## src/hw/rtl/sfl_ram.sv

```systemverilog
// Generic simple dual-port RAM: one write port, one read port, registered read.
// No dependencies.
`default_nettype none

module sfl_ram #(
    parameter int DATA_W = 8,
    parameter int DEPTH  = 16,
    localparam int ADDR_W = $clog2(DEPTH)
) (
    input  wire logic              clk,
    input  wire logic              wr_en,
    input  wire logic [ADDR_W-1:0] wr_addr,
    input  wire logic [DATA_W-1:0] wr_data,
    input  wire logic [ADDR_W-1:0] rd_addr,
    output logic      [DATA_W-1:0] rd_data
);

    logic [DATA_W-1:0] mem [DEPTH];

    always_ff @(posedge clk)
    begin
        if (wr_en)
        begin
            mem[wr_addr] <= wr_data;
        end
        rd_data <= mem[rd_addr];
    end

endmodule

`default_nettype wire

```

## config.mk

```make
export PLATFORM = sky130hd
export DESIGN_NAME = sfl_ram
export DESIGN_NICKNAME = d
export VERILOG_FILES = /design/src/hw/rtl/sfl_ram.sv
export SDC_FILE = /design/constraint.sdc
export NUM_CORES = 1
export LEC_CHECK = 0
export BUFFER_PORTS_ARGS = -buffer_cell sky130_fd_sc_hd__buf_2
export CAP_MARGIN = 20
export CORE_MARGIN = 2
export CORE_UTILIZATION = 52
export DETAILED_ROUTE_END_ITERATION = 12
export GPL_TIMING_DRIVEN = 1
export PLACE_DENSITY_LB_ADDON = 0.25
export SLEW_MARGIN = 10
export SYNTH_ARGS = -nofsm -noshare
export SYNTH_HDL_FRONTEND = slang
export SYNTH_SLANG_ARGS = --single-unit
```

## constraint.sdc

```tcl
create_clock -name clk -period 2 [get_ports clk]
set_input_delay 0.2 -clock clk [delete_from_list [all_inputs] [get_ports clk]]
set_output_delay 0.2 -clock clk [all_outputs]
set_load 0.1 [all_outputs]
```

==> flow_summary.yaml <==
clock_network:
  postCtsResizedCells: 0
  cts_inserted_buffers: 17
  tritoncts: "yes"
  clock_path_buffers: 2
  post_cts_buffers: 0
  cts.clk_slew.worst_paths_ns: 0.06
  cts_root_buf: "clkbuf_8"
  clock-sinks: 136
  cts-hold-fix-buffers: 0
  cts-htree-levels: 4
  clk_latency_ns: 0.51
global_routing:
  busiest_layer: "met2"
  grt_antenna_before_repair: 0
  grt_max_degree: 33
  grt_pass1_wl_mm: 14.6
  use_met2_pct: 29.6
  gr-usage-met1_pct: 28.9
  first_global_vias: 2486
  track_usage_pct: 19.9
  overflow: 0
  grtUsageMet3_pct: 6.79
setup_path:
  cp_max_fo: 1
  cp_slowest_cell: "buf_2"
  crit_family: "buffers and inverters"
  crit_start: "rd_data[2]"
  cp_slowest_stage_delay_ns: 0.45
  end_kind: "primary output"
  critical_path_arrival_ns: 1.32
  cp.required_ns: 1.80
  rr_startpoint: "mem[8][1]"
  path_class: "flip-flop to primary output"
  cp_num_buf_inv: 1
  cp_cell_sequence: "buf_2"
  start_kind: "flip-flop"
detailed_routing:
  viasPerCell: 5.77
  routed_wl_mm: 9.50
  post_drt_wl_per_cell_um: 22.2
  drt_iter0_drc: 217
  vias: 2471
  drtAntennaViolNets: 0
  route.detailed.drc: 0
  drt_pass1_iterations: 4
synthesis:
  ys.flop_type: "edfxtp_1"
  synth_fa_ha_area_share_pct: 0
  synth_top_family_by_area: "multiplexers"
  synth_mux_area_share_pct: 15.0
  synth_top_area_share_pct: 74.7
  synth_cell_types: 19
  synth_top_cell_by_area: "edfxtp_1"
  synth-edff-count: 128
  ys_ff_latch: 136
  ys_seq_area_share_pct: 77.8
  avgSynthCellArea_um2: 22.5
  synth.most_common_cell: "edfxtp_1"
  synth_compound_area_share_pct: 2.33
  synth_top_cells_by_area: "edfxtp_1 75%, mux4_2 7.9%, mux4_1 7.1%, dfxtp_1 3.1%, a22oi_1 2.3%"
  syn_area_um2: 5150
  synth_common_cells: "128 x edfxtp_1, 18 x mux4_2, 16 x a22oi_1"
  ys.warnings.count: 0
  synth-simple-area-share_pct: 3.18
  synth-async-reset-ratio_pct: 0
  syn_nets: 247
  netlist_instances: 229
  synth_xor_xnor_area_share_pct: 0
floorplanning:
  coreArea_um2: 9680
  die_h_um: 103
  die-area_um2: 10700
  initial_utilization_pct: 53.2
  die_w_um: 103
  io_pins: 26
  row_count: 36
cells_and_area:
  syn_to_final_growth_pct: 18.7
  fillerInstances: 663
  nNetsFinal: 300
  drive_gt1_share_pct: 31.9
  final_util_pct: 63.1
  antenna_cells: 0
power_and_ir_drop:
  vdd.ir_drop.worst_uv: 745
  powerDensity_nw_per_um2: 1100
  leakage_nw: 2.08
worst_hold_path:
  hp-class: "input port to flip-flop"
  min_from: "wr_data[2]"
sta:
  setup_tns_ns: 0
  hold_viol: 0
  fmax_mhz: 656
  finalCriticalPeriod_ns: 1.52
  maxSlewHeadroom_pct: 56.1
  grt_setup_unrepaired: "no"
  final_max_slew_viol_count: 0
  timing.final.crit_share_pct: 76.2
  setup_viol: 0
  worst_pin_slew_ns: 0.656
  skew_ns: 0.00793
place:
  dpl.hpwl_mm: 5.92
  gp_congestion: 0.708
  numPortBuffers: 25
job:
  drv_cap: 0
outcome:
  status: "finished clean"
-- cells by family (layout without fill, tap and decap cells) --
logic type	after synthesis	after routing
AND/OR/NAND/NOR	35	35
buffers and inverters	10	76
AO/OA/AOI/OAI	16	16
multiplexers	32	32
flip-flops	136	136
-- flip-flops by register name, summed over array words and instances, names as in the netlist --
signal and count:
rd_data 8, mem 128
-- area by class of cell --
type,count,area [um2],share of cell area (%)
clock buffer,18,418,6.84
clock inverter,14,174,2.85
multi-input combinational,83,1060,17.3
sequential,136,4000,65.5
tap,133,166,2.72
timing repair buffer,44,293,4.79
-- layout by cell type, fill, tap and decap left out --
cell / n
clkbuf_1: 1
nand3_1: 1
clkbuf_8: 1
nor2b_1: 1
mux4_1: 14
buf_12: 2
dfxtp_1: 8
clkinvlp_4: 4
nand2_1: 9
inv_6: 2
nor2_1: 13
nand3b_1: 2
clkbuf_16: 16
buf_4: 17
clkinv_2: 2
a22oi_1: 16
mux4_2: 18
nor3_1: 4
bufinv_16: 3
edfxtp_1: 128
clkinv_4: 3
nand2b_1: 2
and2b_1: 1
or3b_2: 1
and2_1: 1
buf_2: 25
-- metal layers --
| metal | share of wire, % | routed length, um |
|---|---|---|
| met1 | 44 | 4160 |
| met2 | 49 | 4640 |
| met3 | 6.3 | 595 |
| met4 | 1.0 | 97 |
| met5 | 0 | 0 |
-- worst paths after layout --
kind              cells past startpoint  slack, ns          to
setup / recovery                      1       0.48  rd_data[2]
hold / removal                        1       0.07  mem[15][2]
setup reg to reg                      3       0.66  rd_data[1]
hold reg to reg                       3       0.67  rd_data[3]
-- report_power, final --
part           internal [mW]  total, mW  leakage [nW]  switching (mW)
combinational          0.128      0.424         0.581           0.296
sequential              3.19       3.21          1.22          0.0209
clock                   1.90       3.06         0.278            1.16
total                   5.22       6.70          2.08            1.48
-- per-stage QoR --
step                      total power [mW]  hold WS [ns]  instance area (um2)  setup slack, ns  instances
final                                 6.70        0.0671                 6110            0.476        428
after global routing                  6.92        0.0654                 6110            0.433        428
after CTS                             6.75        0.0557                 6110            0.473        428
after detailed placement              3.70         0.596                 5520            0.294        396
after global placement                3.69         0.589                 5520            0.327        396
after floorplan                       3.56         0.299                 5150            0.307        229
No activity file was read; power rests on OpenSTA's default activity.
